## config.mk

```make
export PLATFORM = sky130hd
export DESIGN_NAME = morse_code_led_keyer
export DESIGN_NICKNAME = d
export VERILOG_FILES = /design/src/sv/mlk_pkg.sv /design/src/sv/mlk_dur.sv /design/src/sv/mlk_seq.sv /design/src/sv/morse_code_led_keyer.sv
export SDC_FILE = /design/constraint.sdc
export NUM_CORES = 1
export LEC_CHECK = 0
export ABC_AREA = 0
export BUFFER_PORTS_ARGS = -buffer_cell sky130_fd_sc_hd__buf_4
export CAP_MARGIN = 20
export CORE_UTILIZATION = 23
export DETAILED_ROUTE_END_ITERATION = 6
export SYNTH_ARGS = -nofsm -noshare
export SYNTH_HDL_FRONTEND = slang
export SYNTH_SLANG_ARGS = --single-unit
```

## constraint.sdc

```tcl
create_clock -name i_clk -period 12.9 [get_ports i_clk]
set_input_delay 1.29 -clock i_clk [delete_from_list [all_inputs] [get_ports i_clk]]
set_output_delay 1.29 -clock i_clk [all_outputs]
set_load 0.05 [all_outputs]
```

## src/sv/mlk_pkg.sv

```systemverilog
package mlk_pkg;

    localparam int DOT_W  = 24;
    localparam int DUR_W  = 27;
    localparam int CHAR_W = 8;

    localparam logic [DOT_W-1:0]  DOT_TICKS_RESET = 24'd250000;
    localparam logic [CHAR_W-1:0] CHAR_SPACE      = 8'h20;
    localparam int                CODE_COUNT      = 36;
    localparam logic [5:0]        DIGIT_BASE      = 6'd26;

    typedef enum logic [1:0] {
        KIND_NONE,
        KIND_LETTER,
        KIND_SPACE
    } t_kind;

    typedef enum logic [1:0] {
        ST_IDLE,
        ST_GAP,
        ST_ELEM,
        ST_SPACE
    } t_state;

    typedef enum logic [1:0] {
        UNITS_1,
        UNITS_3,
        UNITS_7
    } t_units;

    typedef struct packed {
        logic   led_on;
        t_units units;
        logic   last;
    } t_interval;

    // pattern msb-first of count elements, 1 = dash
    typedef struct packed {
        logic [4:0] pattern;
        logic [2:0] count;
    } t_code;

    localparam logic [7:0] CODE_TABLE [CODE_COUNT] = '{
        8'h0a, 8'h44, 8'h54, 8'h23, 8'h01, 8'h14, 8'h33, 8'h04, 8'h02, 8'h3c,
        8'h2b, 8'h24, 8'h1a, 8'h12, 8'h3b, 8'h34, 8'h6c, 8'h13, 8'h03, 8'h09,
        8'h0b, 8'h0c, 8'h1b, 8'h4c, 8'h5c, 8'h64,
        8'hfd, 8'h7d, 8'h3d, 8'h1d, 8'h0d, 8'h05, 8'h85, 8'hc5, 8'he5, 8'hf5
    };

    function automatic t_code lookup(input logic [CHAR_W-1:0] ch);
        logic [5:0] idx;
        logic       hit;
        t_code      c;
        idx = '0;
        hit = 1'b0;
        case (ch) inside
            [8'h61:8'h7a]: begin
                hit = 1'b1;
                idx = 6'(ch - 8'h61);
            end
            [8'h30:8'h39]: begin
                hit = 1'b1;
                idx = 6'(ch - 8'h30) + DIGIT_BASE;
            end
            default: begin
                hit = 1'b0;
            end
        endcase
        c = hit ? t_code'(CODE_TABLE[idx]) : t_code'(8'h00);
        return c;
    endfunction

endpackage

```

## src/sv/mlk_dur.sv

```systemverilog
module mlk_dur (
    input  logic [mlk_pkg::DOT_W-1:0] i_dot_ticks,
    input  mlk_pkg::t_units           i_units,
    output logic [mlk_pkg::DUR_W-1:0] o_duration
);

    logic [mlk_pkg::DUR_W-1:0] dot;
    logic [mlk_pkg::DUR_W-1:0] opa;
    logic                      sub;

    assign dot = mlk_pkg::DUR_W'(i_dot_ticks);

    always_comb begin
        case (i_units)
            mlk_pkg::UNITS_1: begin
                opa = '0;
                sub = 1'b0;
            end
            mlk_pkg::UNITS_3: begin
                opa = dot << 1;
                sub = 1'b0;
            end
            mlk_pkg::UNITS_7: begin
                opa = dot << 3;
                sub = 1'b1;
            end
            default: begin
                opa = '0;
                sub = 1'b0;
            end
        endcase
    end

    // single shared add/subtract
    assign o_duration = sub ? (opa - dot) : (opa + dot);

endmodule

```

## src/sv/mlk_seq.sv

```systemverilog
module mlk_seq (
    input  logic                       i_clk,
    input  logic                       i_rst_n,
    input  logic                       i_valid,
    input  logic [mlk_pkg::CHAR_W-1:0] i_character,
    input  logic                       i_end_of_text,
    input  logic                       i_advance,
    output logic                       o_busy,
    output mlk_pkg::t_interval         o_interval
);

    mlk_pkg::t_state r_state, n_state;
    mlk_pkg::t_kind  r_prev_kind, n_prev_kind;
    logic [2:0]      r_count, n_count;
    logic [4:0]      r_pattern, n_pattern;
    logic            r_gap7, n_gap7;

    mlk_pkg::t_code  ld_code;
    logic            is_space;
    logic [2:0]      elem_idx;

    assign ld_code  = mlk_pkg::lookup(i_character);
    assign is_space = (i_character == mlk_pkg::CHAR_SPACE);
    assign elem_idx = r_count - 3'd1;

    always_comb begin
        n_state     = r_state;
        n_prev_kind = r_prev_kind;
        n_count     = r_count;
        n_pattern   = r_pattern;
        n_gap7      = r_gap7;
        case (r_state)
            mlk_pkg::ST_IDLE: begin
                if (i_valid) begin
                    n_pattern = ld_code.pattern;
                    n_count   = ld_code.count;
                    n_gap7    = (r_prev_kind == mlk_pkg::KIND_SPACE);
                    if (i_end_of_text) begin
                        n_prev_kind = mlk_pkg::KIND_NONE;
                    end else if (is_space) begin
                        n_prev_kind = mlk_pkg::KIND_SPACE;
                    end else begin
                        n_prev_kind = mlk_pkg::KIND_LETTER;
                    end
                    if (r_prev_kind == mlk_pkg::KIND_SPACE ||
                        (r_prev_kind == mlk_pkg::KIND_LETTER && !is_space)) begin
                        n_state = mlk_pkg::ST_GAP;
                    end else if (ld_code.count != 3'd0) begin
                        n_state = mlk_pkg::ST_ELEM;
                    end
                end
            end
            mlk_pkg::ST_GAP: begin
                if (i_advance) begin
                    n_state = (r_count != 3'd0) ? mlk_pkg::ST_ELEM : mlk_pkg::ST_IDLE;
                end
            end
            mlk_pkg::ST_ELEM: begin
                if (i_advance) begin
                    n_count = r_count - 3'd1;
                    n_state = (r_count > 3'd1) ? mlk_pkg::ST_SPACE : mlk_pkg::ST_IDLE;
                end
            end
            mlk_pkg::ST_SPACE: begin
                if (i_advance) begin
                    n_state = mlk_pkg::ST_ELEM;
                end
            end
            default: begin
                n_state = mlk_pkg::ST_IDLE;
            end
        endcase
    end

    always_comb begin
        o_busy            = (r_state != mlk_pkg::ST_IDLE);
        o_interval.led_on = 1'b0;
        o_interval.units  = mlk_pkg::UNITS_1;
        o_interval.last   = 1'b0;
        case (r_state)
            mlk_pkg::ST_GAP: begin
                o_interval.units = r_gap7 ? mlk_pkg::UNITS_7 : mlk_pkg::UNITS_3;
                o_interval.last  = (r_count == 3'd0);
            end
            mlk_pkg::ST_ELEM: begin
                o_interval.led_on = 1'b1;
                o_interval.units  = r_pattern[elem_idx] ? mlk_pkg::UNITS_3
                                                        : mlk_pkg::UNITS_1;
                o_interval.last   = (r_count == 3'd1);
            end
            mlk_pkg::ST_SPACE: begin
                o_interval.units = mlk_pkg::UNITS_1;
            end
            default: begin
                o_interval.led_on = 1'b0;
            end
        endcase
    end

    always_ff @(posedge i_clk) begin
        if (!i_rst_n) begin
            r_state     <= mlk_pkg::ST_IDLE;
            r_prev_kind <= mlk_pkg::KIND_NONE;
        end else begin
            r_state     <= n_state;
            r_prev_kind <= n_prev_kind;
        end
        r_count   <= n_count;
        r_pattern <= n_pattern;
        r_gap7    <= n_gap7;
    end

endmodule

```

## src/sv/morse_code_led_keyer.sv

```systemverilog
// the first interval of an item is set up in the sequencer registers, then held in the output register
// throughput: one interval per cycle from the sequencer and shared add/sub unit
// while i_stall does not hold the output; an item gives a gap, elements and spaces
// a new item is taken once the sequencer is idle, even with a result still waiting
// reset (synchronous, active low) clears the sequencer state, the output valid flag and
// the word-gap history, and sets dot_ticks to 250000
module morse_code_led_keyer (
    input  logic                         i_clk,
    input  logic                         i_rst_n,
    input  logic                         i_valid,
    output logic                         o_stall,
    input  logic [mlk_pkg::CHAR_W-1:0]   i_character,
    input  logic                         i_end_of_text,
    output logic                         o_valid,
    input  logic                         i_stall,
    output logic                         o_led_on,
    output logic [mlk_pkg::DUR_W-1:0]    o_duration,
    output logic                         o_last_of_run,
    input  logic                         i_cfg_valid,
    output logic                         o_cfg_ready,
    input  logic [mlk_pkg::DOT_W-1:0]    i_dot_ticks
);

    logic [mlk_pkg::DOT_W-1:0] r_dot_ticks;
    logic                      r_out_valid;
    logic                      r_led_on;
    logic [mlk_pkg::DUR_W-1:0] r_duration;
    logic                      r_last;

    logic                      busy;
    logic                      advance;
    mlk_pkg::t_interval        interval;
    logic [mlk_pkg::DUR_W-1:0] duration;

    assign advance = busy && (!r_out_valid || !i_stall);

    mlk_seq u_seq (
        .i_clk         (i_clk),
        .i_rst_n       (i_rst_n),
        .i_valid       (i_valid),
        .i_character   (i_character),
        .i_end_of_text (i_end_of_text),
        .i_advance     (advance),
        .o_busy        (busy),
        .o_interval    (interval)
    );

    mlk_dur u_dur (
        .i_dot_ticks (r_dot_ticks),
        .i_units     (interval.units),
        .o_duration  (duration)
    );

    always_ff @(posedge i_clk) begin
        if (!i_rst_n) begin
            r_dot_ticks <= mlk_pkg::DOT_TICKS_RESET;
            r_out_valid <= 1'b0;
        end else begin
            if (i_cfg_valid) begin
                r_dot_ticks <= i_dot_ticks;
            end
            if (advance) begin
                r_out_valid <= 1'b1;
            end else if (!i_stall) begin
                r_out_valid <= 1'b0;
            end
        end
        if (advance) begin
            r_led_on   <= interval.led_on;
            r_duration <= duration;
            r_last     <= interval.last;
        end
    end

    assign o_stall       = busy;
    assign o_cfg_ready   = 1'b1;
    assign o_valid       = r_out_valid;
    assign o_led_on      = r_led_on;
    assign o_duration    = r_duration;
    assign o_last_of_run = r_last;

endmodule

```

==> qor.yml, run 1 <==
highest_layer: "met4"
reg2reg_depth: 20
ant_nets: 0
wl_per_cell_um: 13.5
grt_start_max_net_pins: 49
rrSetupSlack_ns: 7.55
netlist_area_um2: 5550
regToRegStartpoint: "u_seq.r_count[0]$_DFFE_PP_"
areaGrowthSynthToFinish_pct: 20.1
synth_edf_count: 38
track_usage: 0.113
grt_first_pass_wirelength_um: 22400
path_clk_slew_ns: 0.06
clock_path_buffers: 2
worstPathArrival_ns: 5.44
r2r_end: "o_duration[26]$_DFFE_PP_"
cap_violations: 0
synth_top_cell_by_area: "edfxtp_1"
final.fill_count: 2568
synth-warning-count: 0
dr.pass1.iters: 4
htreeDepth: 3
cts_setup_buffers: 0
dpl.hpwl_um: 10400
gp_congestion: 0.871
start_util: 0.236
avgSynthCellArea_um2: 8.84
synthDistinctLibCells: 86
worst_skew_pair.late_latency_ns: 0.34
overflow: 0
antenna_found_initial: 0
grt_pass1_vias: 4416
power_density_nw_per_um2: 145
cp-startpoint: "u_seq.r_count[0]$_DFFE_PP_"
skew_ns: 0.00701
setup_viol: 0
wl_met2_um: 6640
clockRootBuffer: "clkbuf_16"
period_minus_slack_ns: 5.35
crit_type: "reg2reg"
via_per_inst: 4.67
worstMarginPinSlew_ns: 0.796
required_ns: 12.99
finalSetupTns_ns: 0
synthTopCellsByArea: "edfxtp_1, ha_1, dfxtp_1, xnor2_1, mux2i_1"
ys.flop_type: "edfxtp_1"
ctsResizeCount: 0
cp-end-kind: "register"
fin_total_pwr_w: 0.000966
io_pins: 70
finalCritPeriodShare: 0.415
holdBufCountCts: 0
antenna_cells: 0
startpoint_type: "register"
timing.final.hold_violations: 0
endpoint: "o_duration[26]$_DFFE_PP_"
fmax_ghz: 0.187
syn_nets: 713
drive_above_1_share: 0.165
cts_tree: "yes"
rsz0062_at_grt: "no"
wl_um: 13500
hp-class: "reg2reg"
seq_area_um2: 1720
core_region_area_um2: 23500
leakage_nw: 2.68
setup_ws_ns: 7.55
dieArea_um2: 24800
initialDrtViolationCount: 282
numPortBuffers: 68
fin_cells: 1004
rows: 56
cts_buffers: 9
slew_headroom: 0.469
dieHeight_um: 157
num-nets-final: 765
path_max_fanout: 24
dp.cells: 987
multi_input_area_um2: 3590
drc: 0
wl_met3_um: 592
placed_area_um2: 6370
ys_ff_latch: 67
fp.dieW_um: 157
run_status: "completed"
post-route-cell-area_um2: 6670
synth_top_area_share: 0.206
ir_drop_mv: 0.0658
synth_seq_area_share: 0.310
dr_total_vias: 4688
syn_inst: 628
slew_viol_final: 0
synthArstFlopShare: 0
pre_cts_slack_ns: 7.59
cts_sinks: 67
wl_met1_um: 6050
[routing by layer]
metal,GRT usage,up-vias
li1,-,2412
met1,0.135,2154
met2,0.198,101
met3,0.0231,21
met4,0.0411,0
met5,0,-
[area by class of cell]
class                           count  area share
Clock buffer                       10      0.0343
Clock inverter                      6     0.00995
Inverter                           30      0.0169
Multi-Input combinational cell    499       0.539
Sequential cell                    67       0.258
Tap cell                          319      0.0599
Timing Repair Buffer               73      0.0818
[report_power, final]
group          switching, W  internal, W
logic              0.000271     0.000132
clock network     0.0000922     0.000149
registers         0.0000268     0.000295
total              0.000390     0.000576
[synth_stat cells (4+ instances only)]
library cell and instances:
nor2_1 66, a21oi_1 49, ha_1 47, xnor2_1 42, edfxtp_1 38, nand2_1 36, inv_1 30, dfxtp_1 29
mux2i_1 26, a22oi_1 24, clkbuf_1 24, nor2b_1 24, o21ai_0 18, nor3_1 17, a21o_1 14, nand3_1 10
xor2_1 8, nand2b_1 7, nor3b_1 5, o21a_1 5, a211o_1 4, a211oi_1 4, a21boi_0 4, a31oi_1 4
o21bai_1 4
[how the worst min path moves through the flow]
stage	startpoint	end	slack (ns)	cells past startpoint
2_1_floorplan	u_seq.r_prev_kind[1]$_SDFFE_PN0P_	u_seq.r_prev_kind[1]$_SDFFE_PN0P_	0.49	2
3_3_place_gp	o_valid$_SDFFE_PN0P_	o_valid$_SDFFE_PN0P_	0.50	2
3_5_place_dp	u_seq.r_prev_kind[1]$_SDFFE_PN0P_	u_seq.r_prev_kind[1]$_SDFFE_PN0P_	0.51	2
4_1_cts	u_seq.r_prev_kind[1]$_SDFFE_PN0P_	u_seq.r_prev_kind[1]$_SDFFE_PN0P_	0.52	2
5_1_grt	o_valid$_SDFFE_PN0P_	o_valid$_SDFFE_PN0P_	0.54	2
6_report	u_seq.r_prev_kind[1]$_SDFFE_PN0P_	u_seq.r_prev_kind[1]$_SDFFE_PN0P_	0.52	2
[critical path, cell delays in order, from the launching register on]
cell and delay (ns):
edfxtp_1 0.44, inv_1 0.11, ha_1 0.34, mux4_2 0.28
mux2_2 0.27, nand2_1 0.07, o21ai_0 0.07, nand2_1 0.09
inv_1 0.04, ha_1 0.46, a22oi_1 0.29, nor2_1 0.07
ha_1 0.40, a21o_1 0.20, a21o_1 0.19, a221oi_1 0.43
o221ai_1 0.28, a221oi_1 0.44, nor3_1 0.11, a311o_1 0.28
a22o_1 0.23
[logic make-up (layout without fill, tap and decap cells)]
logic type | count (synthesis) | count (layout) | synth area share
simple gates | 196 | 196 | 0.182
compound gates | 177 | 177 | 0.225
flops | 67 | 67 | 0.310
buf+inv | 62 | 119 | 0.0449
xor+xnor | 50 | 50 | 0.0789
fa+ha+maj | 47 | 47 | 0.106
mux | 28 | 28 | 0.0530
other cells | 1 | 1 | 0.000675
[per-stage QoR]
stage	util	hold slack, ns
global route	0.283	0.539
detailed placement	0.270	0.513
floorplan	-	0.486
global placement	0.270	0.503
finish	0.283	0.518
CTS	0.283	0.520
[state kept, by name (all words and copies together), names as in the netlist]
name and flops:
o_duration 27, o_led_on 1, o_valid 1, o_last_of_run 1, u_seq.r_count 3, u_seq.r_pattern 5, r_dot_ticks 24, u_seq.r_gap7 1
u_seq.r_prev_kind 2, u_seq.r_state 2
[layout by cell type (no fill, tap or decap), drive strengths merged, types with 26 or more instances in the layout]
cell	n
edfxtp	38
xnor2	42
mux2i	26
dfxtp	29
nor2	67
inv	30
ha	47
buf	72
a21oi	50
nand2	36
Power figures use the tool's default switching activity.
==> run 2, diff against run 1 <==
==> constraint.sdc (replaced) <==
create_clock -name i_clk -period 4.7 [get_ports i_clk]
set_input_delay 0.47 -clock i_clk [delete_from_list [all_inputs] [get_ports i_clk]]
set_output_delay 0.47 -clock i_clk [all_outputs]
set_load 0.05 [all_outputs]
==> run 2 against run 1 <==
Compared with the run above: wire length up 0.69%; non-clock buffer count up 42; clock skew up 0.0027 ns; register-to-register slack worse by 7.4 ns; cell area up 8.7%; die area unchanged; count of clock-buffer cells in the layout up 2; first-iteration DRC count down 0.71%; core utilization up 2.5 points; sequential power rose to 2.7 times the previous value; hold slack worse by 0.16 ns; critical endpoint unchanged; largest cell class unchanged.
==> qor.yml, run 2 (synthesis gave the netlist of run 1 again) <==
largest_reg_flops: 27  # unchanged
cp-end-kind: "register"  # unchanged
dpl.hpwl_um: 10400  # about the same
finalSetupTns_ns: 0  # unchanged
path_max_fanout: 13  # was 24
cts_tree: "yes"  # unchanged
grt_start_max_net_pins: 32  # was 49
skew_ns: 0.00976  # was 0.00701 ns
core_region_area_um2: 23500  # unchanged
start_util: 0.236  # unchanged
initialDrtViolationCount: 280  # was 282
fp.dieW_um: 157  # unchanged
setup_viol: 0  # unchanged
dieArea_um2: 24800  # unchanged
overflow: 0  # unchanged
required_ns: 4.78  # was 12.99 ns
drive_above_1_share: 0.253  # was 0.165
startpoint_type: "register"  # unchanged
antenna_cells: 0  # unchanged
timing.final.hold_violations: 0  # unchanged
drc: 0  # unchanged
period_minus_slack_ns: 4.50  # was 5.35 ns
ir_drop_mv: 0.184  # was 0.0658 mV
power_frac_comb: 0.431  # was 0.417
slew_viol_final: 0  # unchanged
dr.pass1.iters: 5  # was 4
clockRootBuffer: "clkbuf_16"  # unchanged
final.fill_count: 2459  # was 2,568
cap_violations: 0  # unchanged
slew_headroom: 0.332  # was 0.469
run_status: "completed"  # unchanged
worstMarginPinSlew_ns: 1.00  # was 0.796 ns
internal_power_w: 0.00168  # was 0.000576 W
areaGrowthSynthToFinish_pct: 30.6  # was 20.1%
fmax_ghz: 0.222  # was 0.187 GHz
grt_first_pass_wirelength_um: 21800  # was 22,400 um
p_clk_frac: 0.252  # was 0.250
p_seq_frac: 0.317  # was 0.333
worst_skew_pair.late_latency_ns: 0.33  # was 0.34 ns
final_cell_mix: "buf_4, nor2_1, a21oi_1"  # unchanged
gp_congestion: 0.845  # was 0.871
rows: 56  # unchanged
via_per_inst: 4.57  # was 4.67
wl_um: 13600  # was 13,500 um
finalCritPeriodShare: 0.958  # was 0.415
path_clk_slew_ns: 0.06  # about the same
antenna_found_initial: 0  # unchanged
p_switching_w: 0.00110  # was 0.000390 W
seq_area_um2: 1720  # unchanged
worstPathArrival_ns: 4.58  # was 5.44 ns
power_density_nw_per_um2: 384  # was 145 nW/um2
num-nets-final: 807  # was 765
hp-class: "in2reg"  # was reg2reg
cts_sinks: 67  # unchanged
leakage_nw: 2.94  # was 2.68 nW
crit_type: "reg2reg"  # unchanged
grt_pass1_vias: 4446  # was 4,416
track_usage: 0.110  # was 0.113
cts_buffers: 9  # unchanged
wl_per_cell_um: 13.0  # was 13.5 um
htreeDepth: 3  # unchanged
p_sw_frac: 0.396  # was 0.404
dieHeight_um: 157  # unchanged
final_common_cell: "buf_4"  # unchanged
multi_input_area_um2: 3780  # was 3590 um2
clock_path_buffers: 2  # unchanged
numPortBuffers: 68  # unchanged
dr_total_vias: 4785  # was 4,688
utilization: 0.308  # was 0.283
ant_nets: 0  # unchanged
io_pins: 70  # unchanged
-- run 2: changes by cell type in the layout (fill, tap and decap cells not counted), sizes merged --
cell	delta
clkbuf	+2
bufinv	-1
clkinvlp	-3
buf	+42
inv	+2
-- run 2: metal layers --
metal / global-route usage / share of wire / up-vias / wire length (um)
met2: 0.189 / 0.49 / 82 / 6660
li1: - / - / 2490 / -
met3: 0.0204 / 0.037 / 22 / 499
met5: 0 / 0 / - / 0
met1: 0.134 / 0.45 / 2191 / 6170
met4: 0.0416 / 0.021 / 0 / 291
-- run 2: final timing paths --
kind / to / depth (start not counted) / slack, ns / startpoint
worst max-delay path: o_duration[26]$_DFFE_PP_ / 21 / 0.20 / u_seq.r_count[0]$_DFFE_PP_
worst min-delay path: r_dot_ticks[4]$_SDFFE_PN1P_ / 3 / 0.35 / i_dot_ticks[4]
worst max register to register: o_duration[26]$_DFFE_PP_ / 21 / 0.20 / u_seq.r_count[0]$_DFFE_PP_
worst min register to register: o_valid$_SDFFE_PN0P_ / 2 / 0.52 / o_valid$_SDFFE_PN0P_
-- run 2: through the flow --
stage	hold WS [ns]	area, um2	cells	total power [W]	worst slack (ns)
2_1_floorplan	0.486	5570	628	0.00169	-0.0163
3_3_place_gp	0.502	6610	1017	0.00204	0.0183
3_5_place_dp	0.515	6610	1017	0.00204	-0.0737
4_1_cts	0.341	6970	1033	0.00276	0.0147
5_1_grt	0.348	7250	1046	0.00295	-0.0297
6_report	0.353	7250	1046	0.00278	0.197
-- run 2: repair_timing --
action,4_1_cts,5_1_grt
setup buffers,0,12
setup endpoints to repair,4,13
gates resized for setup,6,38
pin swaps,0,28
gates cloned,0,1
hold buffers,0,0
-- run 2: power by group through the flow --
stage	combinational [W]	sequential, W	clock, W
global route	0.00131	0.000901	0.000744
CTS	0.00116	0.000879	0.000722
global placement	0.00115	0.000892	0
finish	0.00120	0.000881	0.000701
detailed placement	0.00115	0.000891	0
floorplan	0.000530	0.00116	0
-- run 2: layout make-up --
cell class,instances,share of cell area
repair buffers,115,0.125
multi-input cells,499,0.522
clock inverters,4,0.00483
well taps,319,0.0551
clock buffers,12,0.0399
flip-flops and latches,67,0.237
inverters,30,0.0155
-- run 2: worst max-delay path, cell delays in order (launching register included) --
cell	delay, ns
edfxtp_1	0.41
inv_2	0.12
ha_4	0.21
mux4_2	0.29
mux2_4	0.28
nand2_1	0.06
o21ai_1	0.06
nand2_1	0.13
ha_4	0.19
buf_12	0.14
a21oi_1	0.05
xnor2_1	0.17
ha_2	0.33
o21a_1	0.19
o2111ai_4	0.16
or3b_4	0.45
o221ai_4	0.09
a221oi_2	0.09
buf_4	0.15
o21a_1	0.17
a311o_1	0.31
a22o_1	0.21
==> run 3, diff against run 2 <==
--- a/config.mk
+++ b/config.mk
@@ -6,10 +6,11 @@
 export NUM_CORES = 1
 export LEC_CHECK = 0
 export ABC_AREA = 0
-export BUFFER_PORTS_ARGS = -buffer_cell sky130_fd_sc_hd__buf_4
+export BUFFER_PORTS_ARGS = -buffer_cell sky130_fd_sc_hd__buf_2
 export CAP_MARGIN = 20
 export CORE_UTILIZATION = 23
 export DETAILED_ROUTE_END_ITERATION = 6
+export SLEW_MARGIN = 20
 export SYNTH_ARGS = -nofsm -noshare
 export SYNTH_HDL_FRONTEND = slang
 export SYNTH_SLANG_ARGS = --single-unit
==> constraint.sdc (replaced) <==
create_clock -name i_clk -period 4.5 [get_ports i_clk]
set_input_delay 0.45 -clock i_clk [delete_from_list [all_inputs] [get_ports i_clk]]
set_output_delay 0.45 -clock i_clk [all_outputs]
set_load 0.05 [all_outputs]
==> run 3 against run 2 <==
Compared with the run above: sequential power is 4.1% higher; worst setup slack worse by 0.19 ns; register-to-register slack worse by 0.19 ns; core utilization is 0.38 points lower; critical path type unchanged; flip-flop and latch count stayed put; wire length is 3.8% higher; cell count is 1.4% higher.
==> qor.yml, run 3 (synthesis gave the netlist of run 1 again) <==
run_status: "completed"  # unchanged
fp.dieW_um: 157  # unchanged
hold_path_end: "r_dot_ticks[15]$_SDFFE_PN1P_"  # was r_dot_ticks[4]$_SDFFE_PN1P_
period_minus_slack_ns: 4.49  # was 4.50 ns
reg2reg_depth: 20  # was 21
wl_um: 14100  # was 13,600 um
cp-end-kind: "register"  # unchanged
rrSetupSlack_ns: 0.01  # was 0.20 ns
drive_above_1_share: 0.263  # was 0.253
p_switching_w: 0.00115  # was 0.00110 W
worstHoldStart: "i_dot_ticks[15]"  # was i_dot_ticks[4]
slew_viol_final: 0  # unchanged
hp-class: "in2reg"  # unchanged
core_region_area_um2: 23500  # unchanged
placed_area_um2: 6600  # was 6610 um2
grt_pass1_vias: 4548  # was 4,446
p_clk_frac: 0.245  # was 0.252
grt_start_max_net_pins: 32  # unchanged
final_cell_mix: "buf_2, nor2_1, buf_4"  # was buf_4, nor2_1, a21oi_1
cts_buffers: 9  # unchanged
cts_tree: "yes"  # unchanged
post-route-cell-area_um2: 7160  # was 7250 um2
rows: 56  # unchanged
utilization: 0.304  # was 0.308
path_max_fanout: 8  # was 13
antenna_found_initial: 0  # unchanged
leakage_nw: 2.96  # was 2.94 nW
path_clk_slew_ns: 0.06  # about the same
dr_total_vias: 4865  # was 4,785
largest_reg_flops: 27  # unchanged
gp_congestion: 0.901  # was 0.845
top_usage_layer: "met2"  # unchanged
initialDrtViolationCount: 239  # was 280
gr-usage-met3: 0.0237  # was 0.0204
io_pins: 70  # unchanged
clock_path_buffers: 2  # unchanged
final_common_cell: "buf_2"  # was buf_4
ir_drop_mv: 0.219  # was 0.184 mV
met1_usage: 0.144  # was 0.134
overflow: 0  # unchanged
holdBufCountCts: 0  # unchanged
internal_power_w: 0.00171  # was 0.00168 W
num-nets-final: 822  # was 807
ant_nets: 0  # unchanged
dieHeight_um: 157  # unchanged
skew_ns: 0.00964  # was 0.00976 ns
setup_viol: 0  # unchanged
antenna_cells: 0  # unchanged
worstMarginPinSlew_ns: 0.723  # was 1.00 ns
cts_sinks: 67  # unchanged
dpl.hpwl_um: 10900  # was 10,400 um
via_per_inst: 4.59  # was 4.57
worstPathArrival_ns: 4.57  # was 4.58 ns
finalSetupTns_ns: 0  # unchanged
final.fill_count: 2544  # was 2,459
power_density_nw_per_um2: 400  # was 384 nW/um2
areaGrowthSynthToFinish_pct: 29.0  # was 30.6%
track_usage: 0.115  # was 0.110
fmax_ghz: 0.223  # was 0.222 GHz
worst_skew_pair.late_latency_ns: 0.34  # was 0.33 ns
p_sw_frac: 0.403  # was 0.396
slew_headroom: 0.512  # was 0.332
rsz0062_at_grt: "yes"
crit_type: "reg2reg"  # unchanged
drc: 0  # unchanged
start_util: 0.236  # unchanged
dr.pass1.iters: 5  # unchanged
hold_slack_ns: 0.331  # was 0.353 ns
numPortBuffers: 68  # unchanged
finalCritPeriodShare: 0.998  # was 0.958
cap_violations: 0  # unchanged
fin_total_pwr_w: 0.00286  # was 0.00278 W
startpoint_type: "register"  # unchanged
regToRegStartpoint: "u_seq.r_count[0]$_DFFE_PP_"  # unchanged
grt_first_pass_wirelength_um: 22700  # was 21,800 um
power_frac_comb: 0.435  # was 0.431
timing.final.hold_violations: 0  # unchanged
required_ns: 4.58  # was 4.78 ns
wl_per_cell_um: 13.3  # was 13.0 um
holdPathStages: 3  # unchanged
p_seq_frac: 0.321  # was 0.317
grt_use_met2: 0.196  # was 0.189
htreeDepth: 3  # unchanged
clockRootBuffer: "clkbuf_16"  # unchanged
r2r_end: "o_duration[25]$_DFFE_PP_"  # was o_duration[26]$_DFFE_PP_
dieArea_um2: 24800  # unchanged
==> run 3: cell types whose count changed in the layout (fill, tap and decap cells not counted), sizes merged <==
cell / change
buf: +16
clkbuf: +2
clkinv: -1
inv: -2
==> run 3: repair_timing <==
action,4_1_cts,5_1_grt
setup endpoints to repair,4,11
endpoints found under the hold margin,0,0
pin swaps,2,16
setup buffers,1,9
gates resized for setup,6,35
==> run 3: layer usage <==
metal  vias to the layer above  routed length (um)
met3                        12                 649
met2                        92                6770
met4                         0                 157
met5                         -                   0
met1                      2234                6560
li1                       2527                   -
==> run 3: how the worst max path moves through the flow <==
| stage | startpoint | endpoint | slack (ns) | cells after the start |
|---|---|---|---|---|
| 2_1_floorplan | u_seq.r_count[0]$_DFFE_PP_ | o_duration[25]$_DFFE_PP_ | -0.004 | 21 |
| 3_3_place_gp | u_seq.r_count[0]$_DFFE_PP_ | o_duration[25]$_DFFE_PP_ | 0.02 | 20 |
| 3_5_place_dp | u_seq.r_count[0]$_DFFE_PP_ | o_duration[25]$_DFFE_PP_ | -0.05 | 20 |
| 4_1_cts | u_seq.r_count[0]$_DFFE_PP_ | o_duration[25]$_DFFE_PP_ | 0.02 | 20 |
| 5_1_grt | u_seq.r_count[0]$_DFFE_PP_ | o_duration[25]$_DFFE_PP_ | -0.17 | 20 |
| 6_report | u_seq.r_count[0]$_DFFE_PP_ | o_duration[25]$_DFFE_PP_ | 0.01 | 20 |
==> run 3: layout make-up <==
type | instances | area [um2] | share of cell area
clock inverters | 1 | 3.75 | 0.000524
multi-input cells | 499 | 3790 | 0.529
inverters | 30 | 113 | 0.0157
repair buffers | 130 | 837 | 0.117
clock buffers | 15 | 299 | 0.0418
well taps | 319 | 399 | 0.0557
flip-flops and latches | 67 | 1720 | 0.240
==> run 3: worst max-delay path: stages (launching register included) <==
cell	delay, ns
edfxtp_1	0.42
inv_2	0.11
ha_4	0.21
mux4_2	0.28
mux2_4	0.29
nand2_2	0.07
o21ai_2	0.05
nand2_2	0.07
inv_1	0.07
ha_4	0.20
buf_4	0.17
a22oi_1	0.19
nor2_1	0.08
ha_1	0.31
and4_4	0.21
a221o_1	0.32
o41a_1	0.35
a41o_1	0.26
a221oi_2	0.27
a21oi_1	0.11
xor2_1	0.17
==> run 3: power groups by stage <==
stage	Clock (W)	Combinational (W)	Sequential [W]
final	0.000700	0.00124	0.000917
after global routing	0.000745	0.00135	0.000932
after CTS	0.000720	0.00120	0.000916
after detailed placement	0	0.00119	0.000928
after global placement	0	0.00117	0.000928
after floorplan	0	0.000567	0.00122
==> run 3: stage by stage <==
step / std cells / setup slack, ns
after CTS: 1052 / 0.0152
after floorplan: 628 / -0.00394
after global routing: 1061 / -0.172
after global placement: 1035 / 0.0214
final: 1061 / 0.0109
after detailed placement: 1035 / -0.0527
